**config.mk**
```make
export PLATFORM = sky130hd
export DESIGN_NAME = release_wave_event_detector_core
export DESIGN_NICKNAME = d
export VERILOG_FILES = /design/src/rtl/rwed_pkg.sv /design/src/rtl/release_wave_event_detector_core.sv /design/src/rtl/rwed_cfg_regs.sv /design/src/rtl/rwed_input_reg.sv /design/src/rtl/rwed_tracker.sv /design/src/rtl/rwed_output_reg.sv
export SDC_FILE = /design/constraint.sdc
export NUM_CORES = 1
export LEC_CHECK = 0
export BUFFER_PORTS_ARGS = -buffer_cell sky130_fd_sc_hd__buf_2
export CAP_MARGIN = 0
export CORE_MARGIN = 2
export CORE_UTILIZATION = 58
export CTS_CLUSTER_DIAMETER = 150
export DETAILED_ROUTE_END_ITERATION = 8
export PLACE_DENSITY = 0.8
export SLEW_MARGIN = 20
export SYNTH_ARGS = -nofsm -noshare
export SYNTH_HDL_FRONTEND = slang
export SYNTH_SLANG_ARGS = --single-unit
```
**constraint.sdc**
```tcl
create_clock -name clk -period 3.7 [get_ports clk]
set_input_delay 0.74 -clock clk [delete_from_list [all_inputs] [get_ports clk]]
set_output_delay 0.74 -clock clk [all_outputs]
set_load 0.02 [all_outputs]
```
**src/rtl/rwed_pkg.sv**
```systemverilog
// shared types and constants for the release wave event detector
package rwed_pkg;

  localparam int TimeW  = 24;
  localparam int LevelW = 16;
  localparam int IndexW = 2;
  localparam int DataW  = 24;

  localparam logic [TimeW-1:0]  SkipReset  = TimeW'(150);
  localparam logic [LevelW-1:0] QuietReset = LevelW'(655);
  localparam logic [LevelW-1:0] WaveReset  = LevelW'(2294);

  typedef enum logic [IndexW-1:0] {
    REG_SKIP  = 2'd0,
    REG_QUIET = 2'd1,
    REG_WAVE  = 2'd2
  } reg_index_t;

  typedef struct packed {
    logic [TimeW-1:0]  skip_until_time;
    logic [LevelW-1:0] quiet_level;
    logic [LevelW-1:0] wave_level;
  } cfg_t;

  typedef struct packed {
    logic [TimeW-1:0]  time_stamp;
    logic [LevelW-1:0] open_fraction;
    logic              last_sample;
  } sample_t;

  typedef struct packed {
    logic              wave_found;
    logic [TimeW-1:0]  start_time;
    logic [TimeW-1:0]  peak_time;
    logic [TimeW-1:0]  end_time;
    logic [LevelW-1:0] peak_level;
  } result_t;

endpackage

```
**src/rtl/release_wave_event_detector_core.sv**
```systemverilog
// top level of the release wave event detector
//
//  channel   direction  handshake            payload
//  input     in         in_valid/in_stall    time_stamp, open_fraction, last_sample
//  output    out        out_valid/out_stall  wave_found, start_time, peak_time,
//                                            end_time, peak_level
//  config    in         write_enable         reg_index, write_data
//
// one sample per cycle while in_stall is low; a sample is registered, then its
// state update and any report are done when it leaves the input register, so a
// report reaches the outputs through the input and result registers in turn.
// reset clears the tracking state and loads the default thresholds.
// a waiting report stalls only a following last sample, and new samples wait behind it; other samples flow on.
module release_wave_event_detector_core (
  input  logic                          clk,
  input  logic                          rst,
  input  logic                          in_valid,
  output logic                          in_stall,
  input  logic [rwed_pkg::TimeW-1:0]    time_stamp,
  input  logic [rwed_pkg::LevelW-1:0]   open_fraction,
  input  logic                          last_sample,
  output logic                          out_valid,
  input  logic                          out_stall,
  output logic                          wave_found,
  output logic [rwed_pkg::TimeW-1:0]    start_time,
  output logic [rwed_pkg::TimeW-1:0]    peak_time,
  output logic [rwed_pkg::TimeW-1:0]    end_time,
  output logic [rwed_pkg::LevelW-1:0]   peak_level,
  input  logic                          write_enable,
  input  logic [rwed_pkg::IndexW-1:0]   reg_index,
  input  logic [rwed_pkg::DataW-1:0]    write_data
);

  rwed_pkg::cfg_t    cfg;
  rwed_pkg::sample_t in_sample, s1_sample;
  rwed_pkg::result_t result_next, result;
  logic              s1_valid, go, out_free;

  assign in_sample.time_stamp    = time_stamp;
  assign in_sample.open_fraction = open_fraction;
  assign in_sample.last_sample   = last_sample;

  assign go = s1_valid && (!s1_sample.last_sample || out_free);

  rwed_cfg_regs u_cfg (
    .clk          (clk),
    .rst          (rst),
    .write_enable (write_enable),
    .reg_index    (reg_index),
    .write_data   (write_data),
    .cfg          (cfg)
  );

  rwed_input_reg u_in (
    .clk       (clk),
    .rst       (rst),
    .in_valid  (in_valid),
    .in_stall  (in_stall),
    .in_sample (in_sample),
    .go        (go),
    .s1_valid  (s1_valid),
    .s1_sample (s1_sample)
  );

  rwed_tracker u_track (
    .clk         (clk),
    .rst         (rst),
    .cfg         (cfg),
    .go          (go),
    .s1_sample   (s1_sample),
    .result_next (result_next)
  );

  rwed_output_reg u_out (
    .clk         (clk),
    .rst         (rst),
    .load        (go && s1_sample.last_sample),
    .result_next (result_next),
    .out_free    (out_free),
    .out_valid   (out_valid),
    .out_stall   (out_stall),
    .result      (result)
  );

  assign wave_found = result.wave_found;
  assign start_time = result.start_time;
  assign peak_time  = result.peak_time;
  assign end_time   = result.end_time;
  assign peak_level = result.peak_level;

endmodule

```
**src/rtl/rwed_cfg_regs.sv**
```systemverilog
// configuration registers with write port
module rwed_cfg_regs (
  input  logic                           clk,
  input  logic                           rst,
  input  logic                           write_enable,
  input  logic [rwed_pkg::IndexW-1:0]    reg_index,
  input  logic [rwed_pkg::DataW-1:0]     write_data,
  output rwed_pkg::cfg_t                 cfg
);

  always_ff @(posedge clk) begin
    if (rst) begin
      cfg.skip_until_time <= rwed_pkg::SkipReset;
      cfg.quiet_level     <= rwed_pkg::QuietReset;
      cfg.wave_level      <= rwed_pkg::WaveReset;
    end else if (write_enable) begin
      case (reg_index)
        rwed_pkg::REG_SKIP:  cfg.skip_until_time <= write_data[rwed_pkg::TimeW-1:0];
        rwed_pkg::REG_QUIET: cfg.quiet_level     <= write_data[rwed_pkg::LevelW-1:0];
        rwed_pkg::REG_WAVE:  cfg.wave_level      <= write_data[rwed_pkg::LevelW-1:0];
        default: ;
      endcase
    end
  end

endmodule

```
**src/rtl/rwed_input_reg.sv**
```systemverilog
// input register stage for sample transactions
module rwed_input_reg (
  input  logic              clk,
  input  logic              rst,
  input  logic              in_valid,
  output logic              in_stall,
  input  rwed_pkg::sample_t in_sample,
  input  logic              go,
  output logic              s1_valid,
  output rwed_pkg::sample_t s1_sample
);

  assign in_stall = s1_valid && !go;

  always_ff @(posedge clk) begin
    if (rst) begin
      s1_valid <= 1'b0;
    end else if (!in_stall) begin
      s1_valid <= in_valid;
    end
  end

  always_ff @(posedge clk) begin
    if (in_valid && !in_stall) begin
      s1_sample <= in_sample;
    end
  end

endmodule

```
**src/rtl/rwed_tracker.sv**
```systemverilog
// wave detection state and per-sample update
module rwed_tracker (
  input  logic              clk,
  input  logic              rst,
  input  rwed_pkg::cfg_t    cfg,
  input  logic              go,
  input  rwed_pkg::sample_t s1_sample,
  output rwed_pkg::result_t result_next
);

  logic                        armed, confirmed, ended;
  logic [rwed_pkg::TimeW-1:0]  initiation_time, max_time, finish_time;
  logic [rwed_pkg::LevelW-1:0] max_level;

  logic                        armed_next, confirmed_next, ended_next;
  logic [rwed_pkg::TimeW-1:0]  initiation_time_next, max_time_next, finish_time_next;
  logic [rwed_pkg::LevelW-1:0] max_level_next;

  logic                        proc, above_quiet, below_quiet, above_wave;
  logic                        armed_mid;

  always_comb begin
    proc        = s1_sample.time_stamp > cfg.skip_until_time;
    above_quiet = s1_sample.open_fraction > cfg.quiet_level;
    below_quiet = s1_sample.open_fraction < cfg.quiet_level;
    above_wave  = s1_sample.open_fraction > cfg.wave_level;

    initiation_time_next = initiation_time;
    max_time_next        = max_time;
    finish_time_next     = finish_time;
    max_level_next       = max_level;
    ended_next           = ended;
    armed_mid            = armed;

    // arm on a rise above quiet
    if (proc && above_quiet && !confirmed && !armed) begin
      initiation_time_next = s1_sample.time_stamp;
      armed_mid            = 1'b1;
    end
    armed_next = armed_mid;
    if (proc && armed_mid && below_quiet && !confirmed) begin
      armed_next = 1'b0;
    end
    confirmed_next = confirmed || (proc && above_wave && armed_next);

    // peak tracking until the end
    if (proc && confirmed_next && !ended) begin
      if (s1_sample.open_fraction > max_level) begin
        max_level_next = s1_sample.open_fraction;
        max_time_next  = s1_sample.time_stamp;
      end
      if (below_quiet) begin
        finish_time_next = s1_sample.time_stamp;
        ended_next       = 1'b1;
      end
    end

    result_next.wave_found = confirmed_next;
    result_next.start_time = confirmed_next ? initiation_time_next : '0;
    result_next.peak_time  = confirmed_next ? max_time_next : '0;
    result_next.end_time   = (confirmed_next && ended_next) ? finish_time_next : '0;
    result_next.peak_level = confirmed_next ? max_level_next : '0;
  end

  always_ff @(posedge clk) begin
    if (rst) begin
      armed           <= 1'b0;
      confirmed       <= 1'b0;
      ended           <= 1'b0;
      initiation_time <= '0;
      max_time        <= '0;
      finish_time     <= '0;
      max_level       <= '0;
    end else if (go) begin
      if (s1_sample.last_sample) begin
        armed           <= 1'b0;
        confirmed       <= 1'b0;
        ended           <= 1'b0;
        initiation_time <= '0;
        max_time        <= '0;
        finish_time     <= '0;
        max_level       <= '0;
      end else begin
        armed           <= armed_next;
        confirmed       <= confirmed_next;
        ended           <= ended_next;
        initiation_time <= initiation_time_next;
        max_time        <= max_time_next;
        finish_time     <= finish_time_next;
        max_level       <= max_level_next;
      end
    end
  end

endmodule

```
**src/rtl/rwed_output_reg.sv**
```systemverilog
// result register for report transactions
module rwed_output_reg (
  input  logic              clk,
  input  logic              rst,
  input  logic              load,
  input  rwed_pkg::result_t result_next,
  output logic              out_free,
  output logic              out_valid,
  input  logic              out_stall,
  output rwed_pkg::result_t result
);

  assign out_free = !out_valid || !out_stall;

  always_ff @(posedge clk) begin
    if (rst) begin
      out_valid <= 1'b0;
    end else if (load) begin
      out_valid <= 1'b1;
    end else if (!out_stall) begin
      out_valid <= 1'b0;
    end
  end

  always_ff @(posedge clk) begin
    if (load) begin
      result <= result_next;
    end
  end

endmodule
```
==> metrics.md, run 1 <==
| Metric | Value |
|---|---|
| Max cap viols | 0 |
| Post-CTS sizing | 0 |
| Maximum number of pins on one net before global-route repair | 55 |
| Leading cell type in the layout, fill and taps excluded | sky130_fd_sc_hd__buf_2 |
| Row count | 53 |
| Clock tree buffer depth | 3 |
| Sort of element at the end of the critical path | flop |
| Startpoint class of the critical path | flop |
| Worst R2R Path Depth | 8 |
| Vias in the first global route | 9156 |
| P per Cell Area | 473 nW/um^2 |
| Root buffer selected by CTS | sky130_fd_sc_hd__clkbuf_16 |
| Synthesis warning total | 0 |
| Avg WL per Cell | 19.1 microns |
| Global route overflow | 0 |
| Flop2flop setup slack | 0.21 ns |
| Crit path required time | 4.16 ns |
| Top_reg_cell synth | sky130_fd_sc_hd__dfxtp_1 |
| Cells after DPL | 1588 |
| Antenna cells | 0 |
| Half-perimeter wire length after detailed placement | 21800 microns |
| Number of buffers added to fix hold violations after cts | 0 |
| Place WS | 0.229 ns |
| Number of antenna violations at the first check in global routing | 0 |
| Core Box Area | 21100 sq um |
| Count of antenna-violating nets left after detailed routing | 0 |
| CTS buffer count | 27 |
| Count of flip-flops with a built-in enable after synthesis | 130 |
| RSZ-0062 raised after global routing | no |
| First DRT Iteration DRCs | 866 |
| Synthesized instance count | 1178 |
| Largest clock skew in the final design | 0.0159 ns |
| Combined area of all synthesized cells | 12500 sq um |
| Clock Sink Count | 279 |
| Run status | complete, no violations |
| Sink of the worst hold path | u_in.s1_sample[4] |
| Initial core utilization | 59.4% |
| End-of-flow core utilization | 69.5% |
| Ratio of final minimum period to clock period | 94.4% |
| Synthesized flop and latch total | 279 |
| Die outline width | 151 microns |
| Startpoint of the lowest-slack register-to-register path | u_in.s1_sample[40] |
| Number of fillers in the final layout | 1532 |
| Unique masters post-synth | 50 |
| First-pass detailed-route iteration total | 5 |
| Clock Pin Slew Worst Setup and Hold Paths | 0.07 ns |
| Total Negative Setup Slacks | 0 ns |
| Critical-path maximum fanout | 40 |
| Leakage power of the design | 5.80 nW |
| Final weighted congestion of routability-driven global placement | 0.891 |
| Final number of setup-violating endpoints | 0 |
| Number of remaining DRC errors | 0 |
| Buffer count from post-CTS setup fixing | 0 |
| Per-cell via count in the routed design | 5.76 |
| Synthesis-to-finish area growth | 16.9% |
| CTS tree | built |
| Hold_sp | open_fraction[3] |
| All-layer global routing usage | 27.6% |
| Actual slew at the worst max-slew pin | 0.788 ns |
| Clk_lat worst skew | 0.55 ns |
| Number of cells on the worst hold path | 1 |
| Number of nets in the layout | 1486 |
| Slew HR | 47.5% |
| Die ar. | 22800 sq um |
| Final non-filler cell total | 1638 |
| Count of boundary I/O pins | 163 |
| Post-route minimum period | 3.49 ns |
| Total wirelength of the detailed-routed design | 31300 microns |
| Largest voltage drop on the vdd net | 375 uV |
| Worst hold path type | input pin to flop |
| I/O Buffers | 162 |
| Wire length of the first global-routing pass | 48400 microns |
| RR Endpoint | u_track.max_time[3] |
| Achievable clock frequency | 0.286 GHz |
| Worst-case setup margin in the final layout | 0.205 ns |
| Synth Net Count | 1322 |
| Maximum level of the CTS H-tree | 1 |
| Highest-count cells in the layout ignoring fill and taps | sky130_fd_sc_hd__buf_2 (162), sky130_fd_sc_hd__dfxtp_1 (149), sky130_fd_sc_hd__nand2_1 (142), sky130_fd_sc_hd__inv_1 (142), sky130_fd_sc_hd__edfxtp_1 (130) |
| Vert. Die Dim | 151 microns |
| Proportion of synthesized flip-flops having asynchronous set or reset | 0% |
| Ratio of cells with drive above 1 in the final layout | 21.2% |
| Number of vias after detailed routing | 9435 |
| Final number of max-transition violations | 0 |
| Mapped Avg Cell Area | 10.6 sq um |
| Total count of hold-check failures in the final report | 0 |
| Part of the Yosys area used for sequential elements | 54.9% |
| Overall power consumption | 0.00692 W |
| Critical Path AT | 3.96 ns |
| Category of the most critical setup path | flop to flop |
## synth_stat cells, drive strengths merged (2+ instances only)
library cell	count	share of area, %
dfxtp	149	24
inv	143	4.3
nand2	142	4.3
edfxtp	130	31
nor2	100	3.0
mux2i	88	7.0
a21oi	87	3.5
ha	72	7.2
clkbuf	43	1.3
o21ai	42	1.7
o22ai	40	4.0
a32o	24	1.9
o211ai	20	1.2
buf	16	0.87
nand4	13	0.65
and3	6	0.30
a21o	5	0.30
nand3	5	0.20
nor4	5	0.30
a221oi	4	0.33
nand2b	4	0.20
nor3	4	0.25
o21a	4	0.24
a211oi	3	0.18
and2	3	0.15
nand3b	3	0.18
o211a	3	0.24
and3b	2	0.14
nor4b	2	0.19
o221a	2	0.18
o31a	2	0.14
## worst max-delay path by stage
stage                       startpoint                     to  cells past startpoint
floorplan                    out_stall          u_track.armed                      6
global placement    u_in.s1_sample[40]   u_track.max_level[8]                      8
detailed placement  u_in.s1_sample[39]    u_track.max_time[3]                      8
CTS                 u_in.s1_sample[40]    u_track.max_time[3]                      8
global route        u_in.s1_sample[40]  u_track.max_level[14]                      8
finish              u_in.s1_sample[40]    u_track.max_time[3]                      8
## routing by layer
layer,global-route usage (%),vias up,share of wire (%)
li1,-,4447,-
met1,38.0,4431,41
met2,43.9,471,46
met3,5.24,86,10
met4,9.49,0,3.2
met5,0,-,0
## flip-flops by register name (all words and copies together) (netlist names), 16 cells and up
name and count:
u_in.s1_sample 41, u_track.max_time 24, u_track.max_level 16, u_cfg.cfg 56
u_track.finish_time 24, u_out.result 89, u_track.initiation_time 24
## where the power goes
group	leakage (nW)	internal (W)	switching, W
registers	2.42	0.00334	0.0000749
logic	2.96	0.000299	0.000519
clock network	0.423	0.00153	0.00116
## critical path, cell delays in order, from the launching register on
cell                       delay (ns)
sky130_fd_sc_hd__edfxtp_1        0.49
sky130_fd_sc_hd__ha_1            0.36
sky130_fd_sc_hd__nand4_1         0.26
sky130_fd_sc_hd__or4_1           0.62
sky130_fd_sc_hd__o211ai_1        0.29
sky130_fd_sc_hd__nand4_1         0.39
sky130_fd_sc_hd__or3_2           0.61
sky130_fd_sc_hd__buf_12          0.23
sky130_fd_sc_hd__o22ai_2         0.15
## logic make-up after synthesis
kind of cell               Yosys count  synth area share, %
buffers and inverters              203                 6.47
DFF                                279                 54.9
AOI/OAI and AO/OA                  241                 14.2
and+or+nand+nor                    295                 10.2
adders and majority gates           72                 7.19
muxes                               88                 7.03
## final cells by class
class / instances / area (sq um) / area share, %
inverter: 144 / 542 / 3.70
clock buffer: 40 / 785 / 5.36
tap: 275 / 344 / 2.35
sequential: 279 / 6890 / 47.0
timing repair buffer: 194 / 1130 / 7.69
clock inverter: 10 / 77.6 / 0.530
multi-input combinational: 696 / 4890 / 33.4
## per-stage QoR
step | hold WS [ns] | area, sq um
2_1_floorplan | 0.436 | 12500
3_3_place_gp | 0.443 | 13800
3_5_place_dp | 0.446 | 13800
4_1_cts | 0.356 | 14600
5_1_grt | 0.363 | 14600
6_report | 0.366 | 14600
Power figures use the tool's default switching activity.
==> inputs of run 2 (changes only) <==
- CORE_ASPECT_RATIO: default -> 1.25
==> run 2 against run 1 <==
Sequential power about the same. Combinational power decreased by 4.3%. Core utilization decreased by 1.1 points. Non-clock buffer count increased by 1. Via count decreased by 1.5%. Sequential share of layout area increased by 0.080 points. Hold slack improved by 0.0082 ns. Die area about the same. Maximum frequency increased by 1.1%. Count of clock-buffer cells in the layout decreased by 1. Critical path type unchanged. Register-to-register slack improved by 0.04 ns.
==> metrics.md, run 2 (synthesis gave the netlist of run 1 again) <==
| Metric | Value |
|---|---|
| Run status | complete, no violations |
| All-layer global routing usage | 26.1% |
| Die ar. | 22800 sq um |
| Total wirelength of the detailed-routed design | 30100 microns |
| Sequential standard cell area | 6890 sq um |
| Antenna cells | 0 |
| First-pass detailed-route iteration total | 6 |
| Number of antenna violations at the first check in global routing | 0 |
| Sort of element at the end of the critical path | flop |
| Clk_lat worst skew | 0.54 ns |
| Core Box Area | 21400 sq um |
| Flip-flop count of the largest register, all copies and words added | 89 |
| Place WS | 0.310 ns |
| Number of vias after detailed routing | 9289 |
| I/O Buffers | 162 |
| Crit path required time | 4.15 ns |
| Part of the power in registers | 50.3% |
| Largest clock skew in the final design | 0.0189 ns |
| Post-route minimum period | 3.46 ns |
| Critical Path AT | 3.90 ns |
| Critical-path maximum fanout | 30 |
| Total Negative Setup Slacks | 0 ns |
| Clock tree buffer depth | 3 |
| Wire length of the first global-routing pass | 46600 microns |
| Vert. Die Dim | 168 microns |
| Highest-count cells in the layout ignoring fill and taps | sky130_fd_sc_hd__buf_2 (162), sky130_fd_sc_hd__dfxtp_1 (149), sky130_fd_sc_hd__nand2_1 (142), sky130_fd_sc_hd__inv_1 (142), sky130_fd_sc_hd__edfxtp_1 (130) |
| Worst hold slack across all endpoints | 0.374 ns |
| Fraction of power consumed by the clock network | 38.2% |
| P per Cell Area | 464 nW/um^2 |
| Actual slew at the worst max-slew pin | 1.08 ns |
| Leading cell type in the layout, fill and taps excluded | sky130_fd_sc_hd__buf_2 |
| Count of boundary I/O pins | 163 |
| Clock Sink Count | 279 |
| Die outline width | 135 microns |
| Final non-filler cell total | 1642 |
| Avg WL per Cell | 18.3 microns |
| Worst hold path type | input pin to flop |
| Leakage power of the design | 5.79 nW |
| Max cap viols | 0 |
| Largest voltage drop on the vdd net | 404 uV |
| Row count | 60 |
| Reg with most FFs | u_out.result |
| NetSw | 0.00169 W |
| Root buffer selected by CTS | sky130_fd_sc_hd__clkbuf_16 |
| Startpoint class of the critical path | flop |
| Half-perimeter wire length after detailed placement | 21100 microns |
| Number of remaining DRC errors | 0 |
| Post-CTS sizing | 0 |
| Slew HR | 28.0% |
| Maximum number of pins on one net before global-route repair | 66 |
| Worst-case setup margin in the final layout | 0.243 ns |
| Category of the most critical setup path | flop to flop |
| First DRT Iteration DRCs | 757 |
| Number of nets in the layout | 1487 |
| Sw frac | 24.9% |
| Ratio of cells with drive above 1 in the final layout | 21.3% |
| Initial core utilization | 58.6% |
| Vias in the first global route | 9077 |
| Achievable clock frequency | 0.289 GHz |
| Count of antenna-violating nets left after detailed routing | 0 |
| Synthesis-to-finish area growth | 16.7% |
| Flop2flop setup slack | 0.24 ns |
| Ratio of final minimum period to clock period | 93.4% |
| Final number of max-transition violations | 0 |
| Overall power consumption | 0.00678 W |
| Total count of hold-check failures in the final report | 0 |
| Cells after DPL | 1593 |
| Largest registers in the final layout | u_out.result (89), u_cfg.cfg (56), u_in.s1_sample (41) |
| Maximum level of the CTS H-tree | 1 |
| Int Power | 0.00510 W |
| Buffer count from post-CTS setup fixing | 0 |
| Final number of setup-violating endpoints | 0 |
| CTS tree | built |
| Per-cell via count in the routed design | 5.66 |
| Final weighted congestion of routability-driven global placement | 0.914 |
| CTS buffer count | 27 |
| Global route overflow | 0 |
| Number of buffers added to fix hold violations after cts | 0 |
| RSZ-0062 raised after global routing | no |
| Clock Pin Slew Worst Setup and Hold Paths | 0.07 ns |
| Number of fillers in the final layout | 1623 |
| Part of the total power dissipated in combinational logic | 11.5% |
| Area of combinational cells with multiple inputs | 4880 sq um |
## run 2: changes by cell type in the layout (fill, tap and decap cells not counted), sizes merged
cell,previous run,this run
buf,194,195
inv,143,142
clkinv,9,10
clkbuf,40,39
## run 2: cell type report
type | instances | share of cell area (%)
Sequential cell | 279 | 47.1
Multi-Input combinational cell | 696 | 33.4
Timing Repair Buffer | 195 | 7.75
Clock buffer | 39 | 5.13
Inverter | 144 | 3.70
Tap cell | 279 | 2.39
Clock inverter | 10 | 0.522
## run 2: metrics by stage
stage	area, sq um	util [%]
2_1_floorplan	12500	-
5_1_grt	14600	68.3
6_report	14600	68.3
4_1_cts	14600	68.3
3_3_place_gp	13800	64.5
3_5_place_dp	13800	64.5
## run 2: worst paths after layout
check,startpoint,endpoint,cells past startpoint
worst max-delay path,u_in.s1_sample[36],u_track.max_time[6],8
worst max register to register,u_in.s1_sample[36],u_track.max_time[6],8
worst min-delay path,last_sample,u_in.s1_sample[0],1
worst min register to register,u_cfg.cfg[35],u_cfg.cfg[35],2
## run 2: metal layers
layer	vias to the layer above	routed length, microns	track usage, %
met2	358	15100	45.6
li1	4447	-	-
met3	84	2030	3.31
met1	4400	11800	32.5
met4	0	1140	11.2
met5	-	0	0
## run 2: critical path: stages (launching register included)
cell and delay [ns]:
sky130_fd_sc_hd__edfxtp_1 0.51, sky130_fd_sc_hd__ha_1 0.37, sky130_fd_sc_hd__nand4_1 0.19, sky130_fd_sc_hd__or4_1 0.57
sky130_fd_sc_hd__o211ai_1 0.35, sky130_fd_sc_hd__nand4_1 0.40, sky130_fd_sc_hd__or3_2 0.62, sky130_fd_sc_hd__buf_12 0.21
sky130_fd_sc_hd__o22ai_2 0.14
## run 2: power groups by stage
| stage | Combinational (W) | Clock, W | Sequential, W |
|---|---|---|---|
| 2_1_floorplan | 0.000475 | 0 | 0.00350 |
| 3_3_place_gp | 0.000759 | 0 | 0.00348 |
| 3_5_place_dp | 0.000775 | 0 | 0.00348 |
| 4_1_cts | 0.000780 | 0.00262 | 0.00341 |
| 5_1_grt | 0.000856 | 0.00275 | 0.00342 |
| 6_report | 0.000783 | 0.00259 | 0.00341 |
==> inputs of run 3 (changes only) <==
- CORE_ASPECT_RATIO: 1.25 -> 0.75
==> run 3 against run 2 <==
Sequential share of layout area shrank 0.23 points. Clock skew shrank 0.0067 ns. First-iteration DRC count grew 31%. Die area is essentially flat. Global-route usage grew 1.1 points. Count of clock-buffer cells in the layout shrank 6.
==> metrics.md, run 3 (synthesis gave the netlist of run 1 again) <==
| Metric | Value |
|---|---|
| Per-cell via count in the routed design | 5.70 |
| Startpoint of the lowest-slack register-to-register path | u_in.s1_sample[36] |
| Sort of element at the end of the critical path | flop |
| Total wirelength of the detailed-routed design | 31900 microns |
| CTS buffer count | 27 |
| Die ar. | 22800 sq um |
| Number of antenna violations at the first check in global routing | 0 |
| Total Negative Setup Slacks | 0 ns |
| Run status | complete, no violations |
| Maximum number of pins on one net before global-route repair | 68 |
| Clock tree buffer depth | 3 |
| Final std cell area, no fill | 14700 sq um |
| Final number of setup-violating endpoints | 0 |
| Sw frac | 25.2% |
| Initial core utilization | 59.2% |
| Hold_sp | time_stamp[12] |
| Half-perimeter wire length after detailed placement | 22200 microns |
| Clock Pin Slew Worst Setup and Hold Paths | 0.06 ns |
| Count of boundary I/O pins | 163 |
| Reg with most FFs | u_out.result |
| Number of vias after detailed routing | 9463 |
| Total count of hold-check failures in the final report | 0 |
| First DRT Iteration DRCs | 989 |
| Root buffer selected by CTS | sky130_fd_sc_hd__clkbuf_16 |
| Die outline width | 174 microns |
| Worst-case setup margin in the final layout | 0.182 ns |
| Post-CTS sizing | 0 |
| Ratio of final minimum period to clock period | 95.1% |
| RSZ-0062 raised after global routing | no |
| Worst R2R Path Depth | 9 |
| P per Cell Area | 468 nW/um^2 |
| Int Power | 0.00514 W |
| Achievable clock frequency | 0.284 GHz |
| Slew HR | 41.6% |
| Flop2flop setup slack | 0.18 ns |
| Buffer count from post-CTS setup fixing | 0 |
| Final number of max-transition violations | 0 |
| Crit path required time | 4.10 ns |
| Actual slew at the worst max-slew pin | 0.877 ns |
| Part of the power in registers | 49.7% |
| Worst hold slack across all endpoints | 0.382 ns |
| Startpoint class of the critical path | flop |
| I/O Buffers | 162 |
| Vias in the first global route | 9210 |
| Number of cells on the worst hold path | 1 |
| Synthesis-to-finish area growth | 17.2% |
| Highest-count cells in the layout ignoring fill and taps | sky130_fd_sc_hd__buf_2 (162), sky130_fd_sc_hd__dfxtp_1 (149), sky130_fd_sc_hd__nand2_1 (142), sky130_fd_sc_hd__inv_1 (142), sky130_fd_sc_hd__edfxtp_1 (130) |
| Flip-flop count of the largest register, all copies and words added | 89 |
| Fraction of power consumed by the clock network | 38.6% |
| Avg WL per Cell | 19.2 microns |
| Leading cell type in the layout, fill and taps excluded | sky130_fd_sc_hd__buf_2 |
| Part of the total power dissipated in combinational logic | 11.7% |
| Largest clock skew in the final design | 0.0122 ns |
| NetSw | 0.00173 W |
| Number of nets in the layout | 1496 |
| Post-route minimum period | 3.52 ns |
| Final weighted congestion of routability-driven global placement | 0.896 |
| Worst hold path type | input pin to flop |
| Count of antenna-violating nets left after detailed routing | 0 |
| Number of buffers added to fix hold violations after cts | 0 |
| Max cap viols | 0 |
| Vert. Die Dim | 131 microns |
| Critical-path maximum fanout | 19 |
| Largest voltage drop on the vdd net | 359 uV |
| Critical Path AT | 3.91 ns |
| Global route overflow | 0 |
| Wire length of the first global-routing pass | 49500 microns |
| All-layer global routing usage | 27.2% |
| Antenna cells | 0 |
| Place WS | 0.261 ns |
| Sink of the worst hold path | u_in.s1_sample[29] |
| Category of the most critical setup path | flop to flop |
| RR Endpoint | u_track.max_time[1] |
| Maximum level of the CTS H-tree | 1 |
| Ratio of cells with drive above 1 in the final layout | 21.8% |
| Post-Place Cell Area | 13800 sq um |
| Row count | 46 |
| Largest registers in the final layout | u_out.result (89), u_cfg.cfg (56), u_in.s1_sample (41) |
| CTS tree | built |
| First-pass detailed-route iteration total | 6 |
| Clock Sink Count | 279 |
| Leakage power of the design | 5.83 nW |
| Number of remaining DRC errors | 0 |
| Core Box Area | 21200 sq um |
| Clk_lat worst skew | 0.53 ns |
[run 3: changes by cell type in the layout (fill, tap and decap cells not counted), sizes merged]
cell      delta
bufinv       +1
clkinvlp     -1
inv          +2
clkinv       +4
clkbuf       -6
buf          +9
[run 3: how the worst max path moves through the flow]
stage,from,endpoint,cells past startpoint,slack (ns)
CTS,u_in.s1_sample[36],u_track.max_time[1],9,0.23
global route,u_in.s1_sample[35],u_track.max_time[1],9,0.11
detailed placement,u_in.s1_sample[36],u_track.max_time[1],9,0.26
finish,u_in.s1_sample[36],u_track.max_time[1],9,0.18
global placement,u_in.s1_sample[36],u_track.max_time[7],9,0.36
floorplan,out_stall,u_track.armed,6,0.35
[run 3: through the flow]
stage                     utilization [%]  cells  power [W]
after floorplan                         -   1178    0.00397
after detailed placement             65.4   1611    0.00427
after global placement               65.4   1611    0.00424
final                                69.4   1660    0.00687
after global routing                 69.4   1660    0.00709
after CTS                            69.3   1660    0.00689
[run 3: area by class of cell]
type	instances	area, sq um
Inverter	144	542
Tap cell	288	360
Fill cell	1625	6490
Timing Repair Buffer	204	1160
Clock inverter	16	126
Sequential cell	279	6890
Clock buffer	33	718
Multi-Input combinational cell	696	4900
[run 3: routing by layer]
metal	track usage, %	wire length [microns]
met2	40.7	13800
met5	0	0
met3	4.43	2890
met4	6.49	683
met1	41.4	14500
[run 3: critical path, stage by stage (launching register included)]
cell and delay, ns:
sky130_fd_sc_hd__edfxtp_1 0.52, sky130_fd_sc_hd__ha_1 0.38, sky130_fd_sc_hd__nand4_1 0.26, sky130_fd_sc_hd__or4_1 0.64
sky130_fd_sc_hd__o211a_1 0.27, sky130_fd_sc_hd__buf_4 0.18, sky130_fd_sc_hd__o31a_1 0.33, sky130_fd_sc_hd__a221oi_4 0.28
sky130_fd_sc_hd__buf_4 0.39, sky130_fd_sc_hd__o22ai_2 0.12
[run 3: power by group through the flow]
stage               clock network, W  logic [W]  registers, W
floorplan                          0   0.000475       0.00350
global placement                   0   0.000767       0.00348
detailed placement                 0   0.000792       0.00348
CTS                          0.00268   0.000797       0.00341
global route                 0.00279   0.000874       0.00342
finish                       0.00265   0.000807       0.00341
